<file path="config.mk">
export PLATFORM = sky130hd
export DESIGN_NAME = sorted_set_engine_flat
export DESIGN_NICKNAME = d
export VERILOG_FILES = /design/src/sse_pkg.sv /design/src/sse_if.sv /design/src/sorted_set_engine.sv /design/src/sse_store.sv /design/src/sse_cmp.sv /design/src/sse_ctrl.sv /design/src/flat_wrapper.sv
export SDC_FILE = /design/constraint.sdc
export NUM_CORES = 1
export LEC_CHECK = 0
export BUFFER_PORTS_ARGS = -buffer_cell sky130_fd_sc_hd__buf_4
export CORE_ASPECT_RATIO = 1.5
export CORE_MARGIN = 2
export CORE_UTILIZATION = 25
export CTS_BUF_LIST = sky130_fd_sc_hd__clkbuf_8
export CTS_CLUSTER_DIAMETER = 50
export DETAILED_ROUTE_END_ITERATION = 10
export PLACE_DENSITY_LB_ADDON = 0.25
export SLEW_MARGIN = 20
export SYNTH_ARGS = -nofsm -noshare
export SYNTH_HDL_FRONTEND = slang
export SYNTH_SLANG_ARGS = --single-unit
</file>
<file path="constraint.sdc">
create_clock -name clk_i -period 4.5 [get_ports clk_i]
set_input_delay 0.45 -clock clk_i [delete_from_list [all_inputs] [get_ports clk_i]]
set_output_delay 0.45 -clock clk_i [all_outputs]
set_load 0.03 [all_outputs]
</file>
<file path="src/sse_pkg.sv">
`default_nettype none

package sse_pkg;

  localparam int unsigned DEPTH      = 16;
  localparam int unsigned VALUE_BITS = 32;
  localparam int unsigned ADDR_W     = $clog2(DEPTH);
  localparam int unsigned CNT_W      = $clog2(DEPTH + 1);

  localparam int unsigned CMD_W    = 2;
  localparam int unsigned KEY_W    = 32;
  localparam int unsigned IDX_W    = 16;
  localparam int unsigned TOTAL_W  = 5;
  localparam int unsigned STATUS_W = 2;

  typedef enum logic [CMD_W-1:0] {
    CMD_INSERT   = 2'd0,
    CMD_REMOVE   = 2'd1,
    CMD_CONTAINS = 2'd2,
    CMD_GET      = 2'd3
  } cmd_e;

  typedef enum logic [STATUS_W-1:0] {
    STATUS_OK    = 2'd0,
    STATUS_FULL  = 2'd1,
    STATUS_RANGE = 2'd2
  } status_e;

  typedef enum logic [3:0] {
    ST_IDLE,
    ST_SRCH_RD,
    ST_SRCH_CMP,
    ST_DECIDE,
    ST_INS_RD,
    ST_INS_WR,
    ST_INS_KEY,
    ST_REM_RD,
    ST_REM_WR,
    ST_REM_END,
    ST_GET_RD,
    ST_GET_DATA,
    ST_DONE
  } state_e;

  // Store access issued by the sequencer.
  typedef struct packed {
    logic                  we;
    logic [ADDR_W-1:0]     waddr;
    logic [VALUE_BITS-1:0] wdata;
    logic [ADDR_W-1:0]     raddr;
  } store_req_t;

  // Outcome of the shared comparator.
  typedef struct packed {
    logic less;
    logic equal;
  } cmp_res_t;

endpackage

`default_nettype wire

</file>
<file path="src/sse_if.sv">
`default_nettype none

interface sse_req_if import sse_pkg::*; ();
  logic                    valid;
  logic                    ready;
  logic [CMD_W-1:0]        cmd;
  logic signed [KEY_W-1:0] key_value;
  logic [IDX_W-1:0]        position_index;

  modport source (output valid, cmd, key_value, position_index, input ready);
  modport sink   (input valid, cmd, key_value, position_index, output ready);
endinterface

interface sse_rsp_if import sse_pkg::*; ();
  logic                    valid;
  logic                    ready;
  logic                    hit;
  logic signed [KEY_W-1:0] read_value;
  logic [TOTAL_W-1:0]      entry_total;
  logic [STATUS_W-1:0]     status;

  modport source (output valid, hit, read_value, entry_total, status, input ready);
  modport sink   (input valid, hit, read_value, entry_total, status, output ready);
endinterface

`default_nettype wire

</file>
<file path="src/sorted_set_engine.sv">
// Ordered set of up to 16 distinct signed 32-bit keys, kept in ascending order in a
// store with one write port and one registered read port. Each request transaction
// (insert, remove, contains, get by index) yields exactly one response transaction
// carrying hit, the value read (get only), the entry count after the operation and
// a status (ok, full, index out of range). The block takes one request at a time.
// A get with a valid index reads the store before it responds; one with a bad index
// skips the store. Insert, remove and contains run a linear lower-bound search that
// reads and compares one entry at a time; an insert or remove that changes the set
// then shifts the entries behind the position with one read and one write each, and
// updates the entry count (an insert also writes the key). The request side is ready
// again in the cycle the response turns valid. The search and the shifts share the
// store, whose read is registered, and the search uses a single comparator. A
// finished response sits in an output register, so the next request is accepted
// while it waits to be taken.
`default_nettype none

module sorted_set_engine import sse_pkg::*; (
  input  wire logic clk_i,
  input  wire logic rst_ni,
  sse_req_if.sink   req_i,
  sse_rsp_if.source rsp_o
);

  store_req_t            store_req;
  logic [VALUE_BITS-1:0] store_rdata;
  cmp_res_t              cmp_res;
  logic [VALUE_BITS-1:0] cmp_key;

  sse_ctrl u_ctrl (
    .clk_i   (clk_i),
    .rst_ni  (rst_ni),
    .req_i   (req_i),
    .rsp_o   (rsp_o),
    .store_o (store_req),
    .key_o   (cmp_key),
    .rdata_i (store_rdata),
    .cmp_i   (cmp_res)
  );

  sse_store u_store (
    .clk_i   (clk_i),
    .req_i   (store_req),
    .rdata_o (store_rdata)
  );

  sse_cmp u_cmp (
    .entry_i (store_rdata),
    .key_i   (cmp_key),
    .res_o   (cmp_res)
  );

endmodule

`default_nettype wire

</file>
<file path="src/sse_store.sv">
`default_nettype none

module sse_store import sse_pkg::*; (
  input  wire logic                  clk_i,
  input  wire store_req_t            req_i,
  output logic [VALUE_BITS-1:0]      rdata_o
);

  logic [VALUE_BITS-1:0] mem [DEPTH];
  logic [VALUE_BITS-1:0] rdata_q;

  always_ff @(posedge clk_i) begin
    if (req_i.we) begin
      mem[req_i.waddr] <= req_i.wdata;
    end
    rdata_q <= mem[req_i.raddr];
  end

  assign rdata_o = rdata_q;

endmodule

`default_nettype wire

</file>
<file path="src/sse_cmp.sv">
`default_nettype none

module sse_cmp import sse_pkg::*; (
  input  wire logic [VALUE_BITS-1:0] entry_i,
  input  wire logic [VALUE_BITS-1:0] key_i,
  output cmp_res_t                   res_o
);

  // Two's complement order on the stored patterns.
  always_comb begin
    res_o.less  = $signed(entry_i) < $signed(key_i);
    res_o.equal = entry_i == key_i;
  end

endmodule

`default_nettype wire

</file>
<file path="src/sse_ctrl.sv">
`default_nettype none

module sse_ctrl import sse_pkg::*; (
  input  wire logic                  clk_i,
  input  wire logic                  rst_ni,
  sse_req_if.sink                    req_i,
  sse_rsp_if.source                  rsp_o,
  output store_req_t                 store_o,
  output logic [VALUE_BITS-1:0]      key_o,
  input  wire logic [VALUE_BITS-1:0] rdata_i,
  input  wire cmp_res_t              cmp_i
);

  state_e                state_q, state_d;
  logic [CNT_W-1:0]      count_q, count_d;
  logic                  out_valid_q, out_valid_d;

  cmd_e                  cmd_q, cmd_d;
  logic [VALUE_BITS-1:0] key_q, key_d;
  logic [IDX_W-1:0]      idx_q, idx_d;
  logic [CNT_W-1:0]      pos_q, pos_d;
  logic [CNT_W-1:0]      j_q, j_d;
  logic                  hit_q, hit_d;
  logic [VALUE_BITS-1:0] rd_q, rd_d;
  status_e               status_q, status_d;

  logic                  out_hit_q, out_hit_d;
  logic [KEY_W-1:0]      out_rd_q, out_rd_d;
  logic [TOTAL_W-1:0]    out_total_q, out_total_d;
  status_e               out_status_q, out_status_d;

  logic                  idx_ok;
  logic                  slot_free;
  logic [CNT_W-1:0]      pos_inc, j_inc, j_inc2, j_dec;

  assign idx_ok    = 32'(req_i.position_index) < 32'(count_q);
  assign slot_free = !out_valid_q || rsp_o.ready;
  assign pos_inc   = pos_q + CNT_W'(1);
  assign j_inc     = j_q + CNT_W'(1);
  assign j_inc2    = j_q + CNT_W'(2);
  assign j_dec     = j_q - CNT_W'(1);

  // Next state.
  always_comb begin
    state_d = state_q;
    unique case (state_q)
      ST_IDLE: begin
        if (req_i.valid) begin
          if (cmd_e'(req_i.cmd) == CMD_GET) begin
            state_d = idx_ok ? ST_GET_RD : ST_DONE;
          end else begin
            state_d = (count_q == '0) ? ST_DECIDE : ST_SRCH_RD;
          end
        end
      end
      ST_SRCH_RD:  state_d = ST_SRCH_CMP;
      ST_SRCH_CMP: begin
        state_d = (cmp_i.less && pos_inc != count_q) ? ST_SRCH_RD : ST_DECIDE;
      end
      ST_DECIDE: begin
        priority if (cmd_q == CMD_INSERT && !hit_q) begin
          priority if (count_q == CNT_W'(DEPTH)) state_d = ST_DONE;
          else if (count_q != pos_q)             state_d = ST_INS_RD;
          else                                   state_d = ST_INS_KEY;
        end else if (cmd_q == CMD_REMOVE && hit_q) begin
          state_d = (pos_inc < count_q) ? ST_REM_RD : ST_REM_END;
        end else begin
          state_d = ST_DONE;
        end
      end
      ST_INS_RD:   state_d = ST_INS_WR;
      ST_INS_WR:   state_d = (j_dec != pos_q) ? ST_INS_RD : ST_INS_KEY;
      ST_INS_KEY:  state_d = ST_DONE;
      ST_REM_RD:   state_d = ST_REM_WR;
      ST_REM_WR:   state_d = (j_inc2 < count_q) ? ST_REM_RD : ST_REM_END;
      ST_REM_END:  state_d = ST_DONE;
      ST_GET_RD:   state_d = ST_GET_DATA;
      ST_GET_DATA: state_d = ST_DONE;
      ST_DONE:     state_d = slot_free ? ST_IDLE : ST_DONE;
      default:     state_d = ST_IDLE;
    endcase
  end

  // Datapath and store control.
  always_comb begin
    count_d      = count_q;
    out_valid_d  = out_valid_q && !rsp_o.ready;
    cmd_d        = cmd_q;
    key_d        = key_q;
    idx_d        = idx_q;
    pos_d        = pos_q;
    j_d          = j_q;
    hit_d        = hit_q;
    rd_d         = rd_q;
    status_d     = status_q;
    out_hit_d    = out_hit_q;
    out_rd_d     = out_rd_q;
    out_total_d  = out_total_q;
    out_status_d = out_status_q;
    store_o      = '0;

    unique case (state_q)
      ST_IDLE: begin
        if (req_i.valid) begin
          cmd_d    = cmd_e'(req_i.cmd);
          key_d    = VALUE_BITS'($signed(req_i.key_value));
          idx_d    = req_i.position_index;
          pos_d    = '0;
          hit_d    = 1'b0;
          rd_d     = '0;
          status_d = STATUS_OK;
          if (cmd_e'(req_i.cmd) == CMD_GET && !idx_ok) begin
            status_d = STATUS_RANGE;
          end
        end
      end
      ST_SRCH_RD: store_o.raddr = pos_q[ADDR_W-1:0];
      ST_SRCH_CMP: begin
        // Advance past smaller entries; stop at the first one not below the key, or after the last entry.
        if (cmp_i.less) begin
          pos_d = pos_inc;
        end else begin
          hit_d = cmp_i.equal;
        end
      end
      ST_DECIDE: begin
        priority if (cmd_q == CMD_INSERT && !hit_q) begin
          if (count_q == CNT_W'(DEPTH)) begin
            status_d = STATUS_FULL;
          end
          j_d = count_q;
        end else if (cmd_q == CMD_REMOVE && hit_q) begin
          j_d = pos_q;
        end else begin
          j_d = j_q;
        end
      end
      ST_INS_RD: store_o.raddr = j_dec[ADDR_W-1:0];
      ST_INS_WR: begin
        store_o.we    = 1'b1;
        store_o.waddr = j_q[ADDR_W-1:0];
        store_o.wdata = rdata_i;
        j_d           = j_dec;
      end
      ST_INS_KEY: begin
        store_o.we    = 1'b1;
        store_o.waddr = pos_q[ADDR_W-1:0];
        store_o.wdata = key_q;
        count_d       = count_q + CNT_W'(1);
      end
      ST_REM_RD: store_o.raddr = j_inc[ADDR_W-1:0];
      ST_REM_WR: begin
        store_o.we    = 1'b1;
        store_o.waddr = j_q[ADDR_W-1:0];
        store_o.wdata = rdata_i;
        j_d           = j_inc;
      end
      ST_REM_END: count_d = count_q - CNT_W'(1);
      ST_GET_RD:  store_o.raddr = idx_q[ADDR_W-1:0];
      ST_GET_DATA: begin
        hit_d = 1'b1;
        rd_d  = rdata_i;
      end
      ST_DONE: begin
        if (slot_free) begin
          out_valid_d  = 1'b1;
          out_hit_d    = hit_q;
          out_rd_d     = KEY_W'($signed(rd_q));
          out_total_d  = TOTAL_W'(count_q);
          out_status_d = status_q;
        end
      end
      default: begin
        store_o = '0;
      end
    endcase
  end

  always_ff @(posedge clk_i or negedge rst_ni) begin
    if (!rst_ni) begin
      state_q     <= ST_IDLE;
      count_q     <= '0;
      out_valid_q <= 1'b0;
    end else begin
      state_q     <= state_d;
      count_q     <= count_d;
      out_valid_q <= out_valid_d;
    end
  end

  always_ff @(posedge clk_i) begin
    cmd_q        <= cmd_d;
    key_q        <= key_d;
    idx_q        <= idx_d;
    pos_q        <= pos_d;
    j_q          <= j_d;
    hit_q        <= hit_d;
    rd_q         <= rd_d;
    status_q     <= status_d;
    out_hit_q    <= out_hit_d;
    out_rd_q     <= out_rd_d;
    out_total_q  <= out_total_d;
    out_status_q <= out_status_d;
  end

  assign key_o             = key_q;
  assign req_i.ready       = state_q == ST_IDLE;
  assign rsp_o.valid       = out_valid_q;
  assign rsp_o.hit         = out_hit_q;
  assign rsp_o.read_value  = out_rd_q;
  assign rsp_o.entry_total = out_total_q;
  assign rsp_o.status      = out_status_q;

endmodule

`default_nettype wire

</file>
<file path="src/flat_wrapper.sv">
// flat-port wrapper written by rule: the top's interface ports become plain ports
module sorted_set_engine_flat import sse_pkg::*;
  (clk_i, rst_ni, req_i_valid, req_i_cmd, req_i_key_value, req_i_position_index, req_i_ready, rsp_o_valid, rsp_o_hit, rsp_o_read_value, rsp_o_entry_total, rsp_o_status, rsp_o_ready);
  sse_req_if req_i_i ();
  sse_rsp_if rsp_o_i ();
  input  wire logic clk_i;
  input  wire logic rst_ni;
  input wire logic [$bits(req_i_i.valid)-1:0] req_i_valid;
  input wire logic [$bits(req_i_i.cmd)-1:0] req_i_cmd;
  input wire logic [$bits(req_i_i.key_value)-1:0] req_i_key_value;
  input wire logic [$bits(req_i_i.position_index)-1:0] req_i_position_index;
  output wire logic [$bits(req_i_i.ready)-1:0] req_i_ready;
  output wire logic [$bits(rsp_o_i.valid)-1:0] rsp_o_valid;
  output wire logic [$bits(rsp_o_i.hit)-1:0] rsp_o_hit;
  output wire logic [$bits(rsp_o_i.read_value)-1:0] rsp_o_read_value;
  output wire logic [$bits(rsp_o_i.entry_total)-1:0] rsp_o_entry_total;
  output wire logic [$bits(rsp_o_i.status)-1:0] rsp_o_status;
  input wire logic [$bits(rsp_o_i.ready)-1:0] rsp_o_ready;
  assign req_i_i.valid = req_i_valid;
  assign req_i_i.cmd = req_i_cmd;
  assign req_i_i.key_value = req_i_key_value;
  assign req_i_i.position_index = req_i_position_index;
  assign req_i_ready = req_i_i.ready;
  assign rsp_o_valid = rsp_o_i.valid;
  assign rsp_o_hit = rsp_o_i.hit;
  assign rsp_o_read_value = rsp_o_i.read_value;
  assign rsp_o_entry_total = rsp_o_i.entry_total;
  assign rsp_o_status = rsp_o_i.status;
  assign rsp_o_i.ready = rsp_o_ready;
  sorted_set_engine u_core (.clk_i(clk_i), .rst_ni(rst_ni), .req_i(req_i_i), .rsp_o(rsp_o_i));
endmodule
</file>
==> impl_metrics.yaml, run 1 <==
yosys:
  synth-edff-count: 635
  synth_top_cell_by_area: "edfxtp_1"
  synth.top_cell.area_share: 0.684
  seq_area_frac_synth: 0.716
  synth_fp_nets: 1895
  ys_types: 65
  synth_top_flop_cell: "edfxtp_1"
  async_flop_share: 0.0148
  synth_cells: 1786
  synth.area.top_cells: "edfxtp_1 (68%), mux2i_1 (4.7%), a211oi_1 (2.7%), mux4_2 (2.6%), ha_1 (2.4%)"
  syn-cell-area_um2: 27900
  avgSynthCellArea_um2: 15.6
  synth_seq_cells: 677
  ys_warn_count: 0
timing:
  tightest_slew_ns: 1.06
  fmax_mhz: 243
  setup_tns_ns: 0
  layout_min_cycle_time_ns: 4.12
  hold_ws_ns: 0.0905
  hold_violations: 0
  fin_crit_sh: 0.916
  slew-limit-headroom: 0.295
  slew_viol_final: 0
  rsz0062_at_grt: "false"
  setup_viol: 0
  fin_skew_ns: 0.0373
worst_setup_path:
  worst-setup-path-type: "reg -> reg"
  rrSetupSlack_ns: 0.38
  arrival_ns: 4.75
  critPathMaxFanout: 47
  r2r_cells: 8
  crit_path_end_kind: "register"
  worstReg2RegStart: "u_core.u_ctrl.state_q[1]"
  crit_required_ns: 5.12
  start_kind: "register"
  reg2reg_to: "u_core.u_store.rdata_o[15]"
floorplanning:
  die_area_um2: 114000
  num_rows: 150
  core-area_um2: 111000
  start_util: 0.251
  ios: 96
  dieHeight_um: 413
  die_x_um: 277
drt:
  routed_wl_um: 78200
  wire_per_inst_um: 22.4
  ant_nets: 0
  drc: 0
  first_iter_violations: 1024
  via_count: 16300
  firstDrtPassIters: 5
  viasPerCell: 4.66
cts:
  cts_tree: "yes"
  clock_path_buffers: 3
  clk_latency_ns: 0.76
  clkTransAtPathRegs_ns: 0.06
  cts_htree_levels: 3
  root_buffer: "clkbuf_8"
  cts.sinks: 677
  ctsResizeCount: 0
  numCtsBuffers: 98
placed_design:
  hpwl_um: 46000
  dpl-instance-area_um2: 30600
  portBuffers: 95
  dp_cells: 3267
  place_congestion: 0.811
flow_run:
  max_cap_violations: 0
cells_and_area:
  final_cell_mix: "edfxtp_1 (635), nand2_1 (160), mux2i_1 (132), buf_4 (132), clkbuf_8 (106)"
  layout_commonest_cell: "edfxtp_1"
  drive_above_1_share: 0.170
  multiInputGateArea_um2: 7320
  area_delta_synth_final_pct: 18.4
  ff_latch_area_um2: 20000
  fin_util: 0.297
  fin_cells: 3490
  final_area_um2: 33000
  fillers: 11000
  nNetsFinal: 2071
power_and_ir_drop:
  p_leak_nw: 12.0
  power_density_nw_per_um2: 665
  vdd_drop_max_mv: 0.693
grt:
  grt_usage: 0.136
  antenna_found_initial: 4
  grt_pass1_vias: 17000
  gr-total-overflow: 0
  grt_max_degree: 153
  grt_pass1_wl_um: 114000
hold_path:
  hp-class: "in -> async"
run_status:
  status: "finished clean"
==> power breakdown <==
group	internal (mW)	total, mW	leakage [nW]	switching, mW
clock	2.59	5.01	1.12	2.42
combinational	2.80	7.95	4.57	5.14
sequential	8.41	8.96	6.29	0.549
total	13.8	21.9	12.0	8.11
==> stage by stage <==
stage | power (mW) | setup WS (ns)
after floorplan | 14.2 | 0.166
after CTS | 22.2 | 0.356
after global placement | 17.0 | 0.353
after global routing | 23.1 | 0.208
after detailed placement | 17.1 | 0.361
final | 21.9 | 0.378
==> how the worst max path moves through the flow <==
stage	start	to	cells past startpoint
2_1_floorplan	u_core.u_ctrl.state_q[3]	u_core.u_ctrl.rsp_o.entry_total[0]	4
3_3_place_gp	u_core.u_ctrl.state_q[1]	u_core.u_store.rdata_o[10]	8
3_5_place_dp	u_core.u_ctrl.state_q[1]	u_core.u_store.rdata_o[10]	8
4_1_cts	u_core.u_ctrl.state_q[1]	u_core.u_store.rdata_o[10]	8
5_1_grt	u_core.u_ctrl.state_q[1]	u_core.u_store.rdata_o[10]	8
6_report	u_core.u_ctrl.state_q[1]	u_core.u_store.rdata_o[15]	8
==> what timing repair did <==
| item | CTS | global route |
|---|---|---|
| setup buffers | 0 | 0 |
| endpoints found under the hold margin | 48 | 0 |
| hold buffers | 39 | 0 |
==> cell type report <==
type,count,share of cell area
tap,1444,0.0548
antenna,4,0.000304
timing repair buffer,188,0.0522
multi-input combinational,950,0.222
clock buffer,106,0.0442
sequential,677,0.605
clock inverter,74,0.0158
inverter,47,0.00535
==> flip-flops by register name, summed over array words and instances, names as in the netlist, 4 cells and up <==
| register | count |
|---|---|
| u_core.u_ctrl.rsp_o.entry_total | 5 |
| u_core.u_ctrl.idx_q | 4 |
| u_core.u_store.rdata_o | 32 |
| u_core.u_ctrl.j_q | 5 |
| u_core.u_ctrl.state_q | 4 |
| u_core.u_store.mem | 512 |
| u_core.u_ctrl.rsp_o.read_value | 32 |
| u_core.u_ctrl.key_o | 32 |
| u_core.u_ctrl.rd_q | 32 |
| u_core.u_ctrl.pos_q | 5 |
| u_core.u_ctrl.count_q | 5 |
==> worst max-delay path: stages, from the launching register on <==
cell	delay, ns
dfrtp_1	0.76
nor2b_1	0.66
a31o_2	0.82
buf_4	0.69
and3_1	0.25
a211oi_1	0.05
a311oi_1	0.31
a211oi_1	0.08
a21oi_1	0.34
==> cells by family (layout without fill, tap and decap cells) <==
logic type,Yosys count,after routing,synth area share
AO/OA/AOI/OAI,331,331,0.0851
XOR/XNOR,22,22,0.00692
adder cells (fa/ha/maj),55,55,0.0250
buffers and inverters,159,415,0.0273
flip-flops,677,677,0.716
multiplexers,165,165,0.0737
other,0,4,0
AND/OR/NAND/NOR,377,377,0.0657
==> Yosys cell counts, types with 3 or more instances <==
library cell and number:
o32a_1 3, clkbuf_1 52, xnor2_1 13, nand4_1 7, nand2_1 162, inv_1 45, a211oi_1 100, a22o_1 31
dfxtp_1 32, o21ai_1 3, dfrtp_1 10, mux4_2 32, nor4_1 5, o21ai_0 23, a311oi_1 32, ha_1 54
a21boi_0 4, nand3_1 20, buf_2 42, edfxtp_1 635, a21oi_1 53, nor3_1 8, and2_1 34, o211ai_1 5
buf_4 3, mux2i_1 132, buf_6 12, xor2_1 9, and3_1 71, nand2b_1 7, a21o_1 10, nor2_1 45
a31oi_1 38, nor2b_1 6, nor3b_1 3, a221oi_1 4, o22ai_1 6
==> routing by layer <==
metal  vias to the layer above  GRT usage  share of wire
met5                         -          0        0.00013
met4                         2     0.0489          0.026
met3                       120     0.0203          0.040
met2                       427      0.256           0.53
met1                      8367      0.156           0.40
li1                       7345          -              -
No activity file was read; power rests on OpenSTA's default activity.
==> run 2: changes to the inputs <==
Settings changed: ABC_AREA set to 1.
==> impl_metrics.yaml, run 2 <==
run_status:
  status: "finished clean"
floorplanning:
  die_area_um2: 119000
  core-area_um2: 116000
  dieHeight_um: 422
  num_rows: 153
  die_x_um: 283
  start_util: 0.251
  ios: 96
yosys:
  syn-cell-area_um2: 29100
  synth_fp_nets: 2713
  synth_cells: 2604
  seq_area_frac_synth: 0.686
  synth_seq_cells: 677
  synth.top_cell.area_share: 0.655
  synth_top_flop_cell: "edfxtp_1"
  ys_types: 38
  synth_commonest_cells: "edfxtp_1 (635), nand2_1 (564), inv_1 (444)"
  synth_top_cell_by_area: "edfxtp_1"
  avgSynthCellArea_um2: 11.2
  synth.area.top_cells: "edfxtp_1 (66%), nand2_1 (7.3%), inv_1 (5.7%), nand3_1 (5.3%), ha_1 (2.3%)"
  yosysMostFrequentCell: "edfxtp_1"
  async_flop_share: 0.0148
  ys_warn_count: 0
  synth-edff-count: 635
grt:
  grt_pass1_wl_um: 123000
  grt_usage: 0.140
  grt_pass1_vias: 19000
  grt_max_degree: 129
  gr-total-overflow: 0
  antenna_found_initial: 2
power_and_ir_drop:
  power_density_nw_per_um2: 642
  p_clk_frac: 0.226
  power.internal_mw: 13.3
  switching_share: 0.399
  p_seq_frac: 0.401
  p_leak_nw: 13.5
  vdd_drop_max_mv: 0.425
  power.switching_mw: 8.83
  comb_power_share: 0.373
cts:
  cts.sinks: 677
  cts_htree_levels: 3
  cts_tree: "yes"
  root_buffer: "clkbuf_8"
  clock_path_buffers: 3
  ctsResizeCount: 0
  numCtsBuffers: 101
  clk_latency_ns: 0.81
  clkTransAtPathRegs_ns: 0.07
timing:
  setup_tns_ns: 0
  tightest_slew_ns: 1.11
  rsz0062_at_grt: "false"
  slew-limit-headroom: 0.261
  setup_viol: 0
  hold_violations: 0
  fmax_mhz: 313
  layout_min_cycle_time_ns: 3.20
  slew_viol_final: 0
  fin_skew_ns: 0.0558
  fin_crit_sh: 0.711
cells_and_area:
  largest_reg_flops: 512
  fin_util: 0.297
  drive_above_1_share: 0.116
  multiInputGateArea_um2: 7100
  fillers: 12000
  regMostFlops: "u_core.u_store.mem"
  ff_latch_area_um2: 20000
  nNetsFinal: 2898
  final_area_um2: 34400
  layout_commonest_cell: "edfxtp_1"
  area_delta_synth_final_pct: 18.3
  final_cell_mix: "edfxtp_1 (635), nand2_1 (562), inv_1 (474)"
placed_design:
  place_congestion: 0.856
  portBuffers: 95
  hpwl_um: 51900
  dpl-instance-area_um2: 32000
drt:
  wire_per_inst_um: 18.8
  via_count: 18800
  first_iter_violations: 1198
  ant_nets: 0
  viasPerCell: 4.24
  firstDrtPassIters: 5
  routed_wl_um: 83200
  drc: 0
worst_setup_path:
  arrival_ns: 3.59
  critPathMaxFanout: 32
  worst-setup-path-type: "reg -> reg"
  crit_required_ns: 4.89
  crit_path_end_kind: "register"
  start_kind: "register"
hold_path:
  hp-class: "in -> reg"
flow_run:
  max_cap_violations: 0
## run 2: critical path, stage by stage, from the launching register on
cell and delay (ns):
dfrtp_1 0.44, inv_2 0.10, nand2_1 0.09, nor2_1 0.31, clkinv_1 0.22, buf_4 0.28
o22ai_1 0.30, nand2_1 0.30, nor2_4 0.17, buf_4 0.53
## run 2: metal layers
layer	track usage	routed length, µm
met5	0	0
met3	0.0254	3830
met2	0.242	41200
met1	0.170	35300
met4	0.0564	2870
## run 2: logic make-up after synthesis
group,synth area share
and+or+nand+nor,0.151
DFF,0.686
buffers and inverters,0.0804
AOI/OAI and AO/OA,0.0544
adders and majority gates,0.0239
xor gates and xnor gates,0.00421
## run 2: repair_timing
| action | 4_1_cts | 5_1_grt |
|---|---|---|
| hold buffers | 42 | 0 |
| endpoints found under the setup margin | 0 | 0 |
| hold endpoints to repair | 53 | 0 |
| setup buffers | 0 | 0 |
## run 2: area by class of cell
class                      instances  area share
inverter                         454      0.0495
clock inverter                    79      0.0147
tap                             1550      0.0563
sequential                       677       0.579
multi-input combinational       1357       0.206
clock buffer                     107      0.0428
antenna                            1   0.0000727
timing repair buffer             198      0.0509
## run 2: through the flow
step | std cells | power, mW | setup slack (ns) | hold slack [ns]
4_1_cts | 4422 | 22.5 | 1.32 | 0.0561
6_report | 4423 | 22.1 | 1.30 | 0.147
3_5_place_dp | 4194 | 17.3 | 1.37 | 0.291
2_1_floorplan | 2604 | 14.2 | 0.299 | 0.154
3_3_place_gp | 4194 | 17.3 | 1.43 | 0.294
5_1_grt | 4423 | 23.6 | 1.06 | 0.138
## run 2: worst paths after layout
path                                           from                           endpoint  slack (ns)  cells past startpoint
min in group asynchronous                    rst_ni           u_core.u_ctrl.state_q[3]        0.70                      3
setup reg to reg           u_core.u_ctrl.state_q[0]         u_core.u_store.mem[14][25]        1.30                      9
hold reg to reg               u_core.u_ctrl.rd_q[6]  u_core.u_ctrl.rsp_o.read_value[6]        0.41                      0
setup / recovery           u_core.u_ctrl.state_q[0]         u_core.u_store.mem[14][25]        1.30                      9
max in group asynchronous                    rst_ni           u_core.u_ctrl.count_q[2]        3.44                      3
hold / removal              req_i_position_index[5]           u_core.u_ctrl.state_q[2]        0.15                      5
## run 2: power by group through the flow
stage	sequential [mW]	combinational (mW)	clock, mW
after floorplan	8.93	5.25	0
after global placement	9.00	8.32	0
after detailed placement	9.00	8.34	0
after CTS	8.88	8.40	5.19
after global routing	8.95	9.22	5.41
final	8.87	8.26	4.99
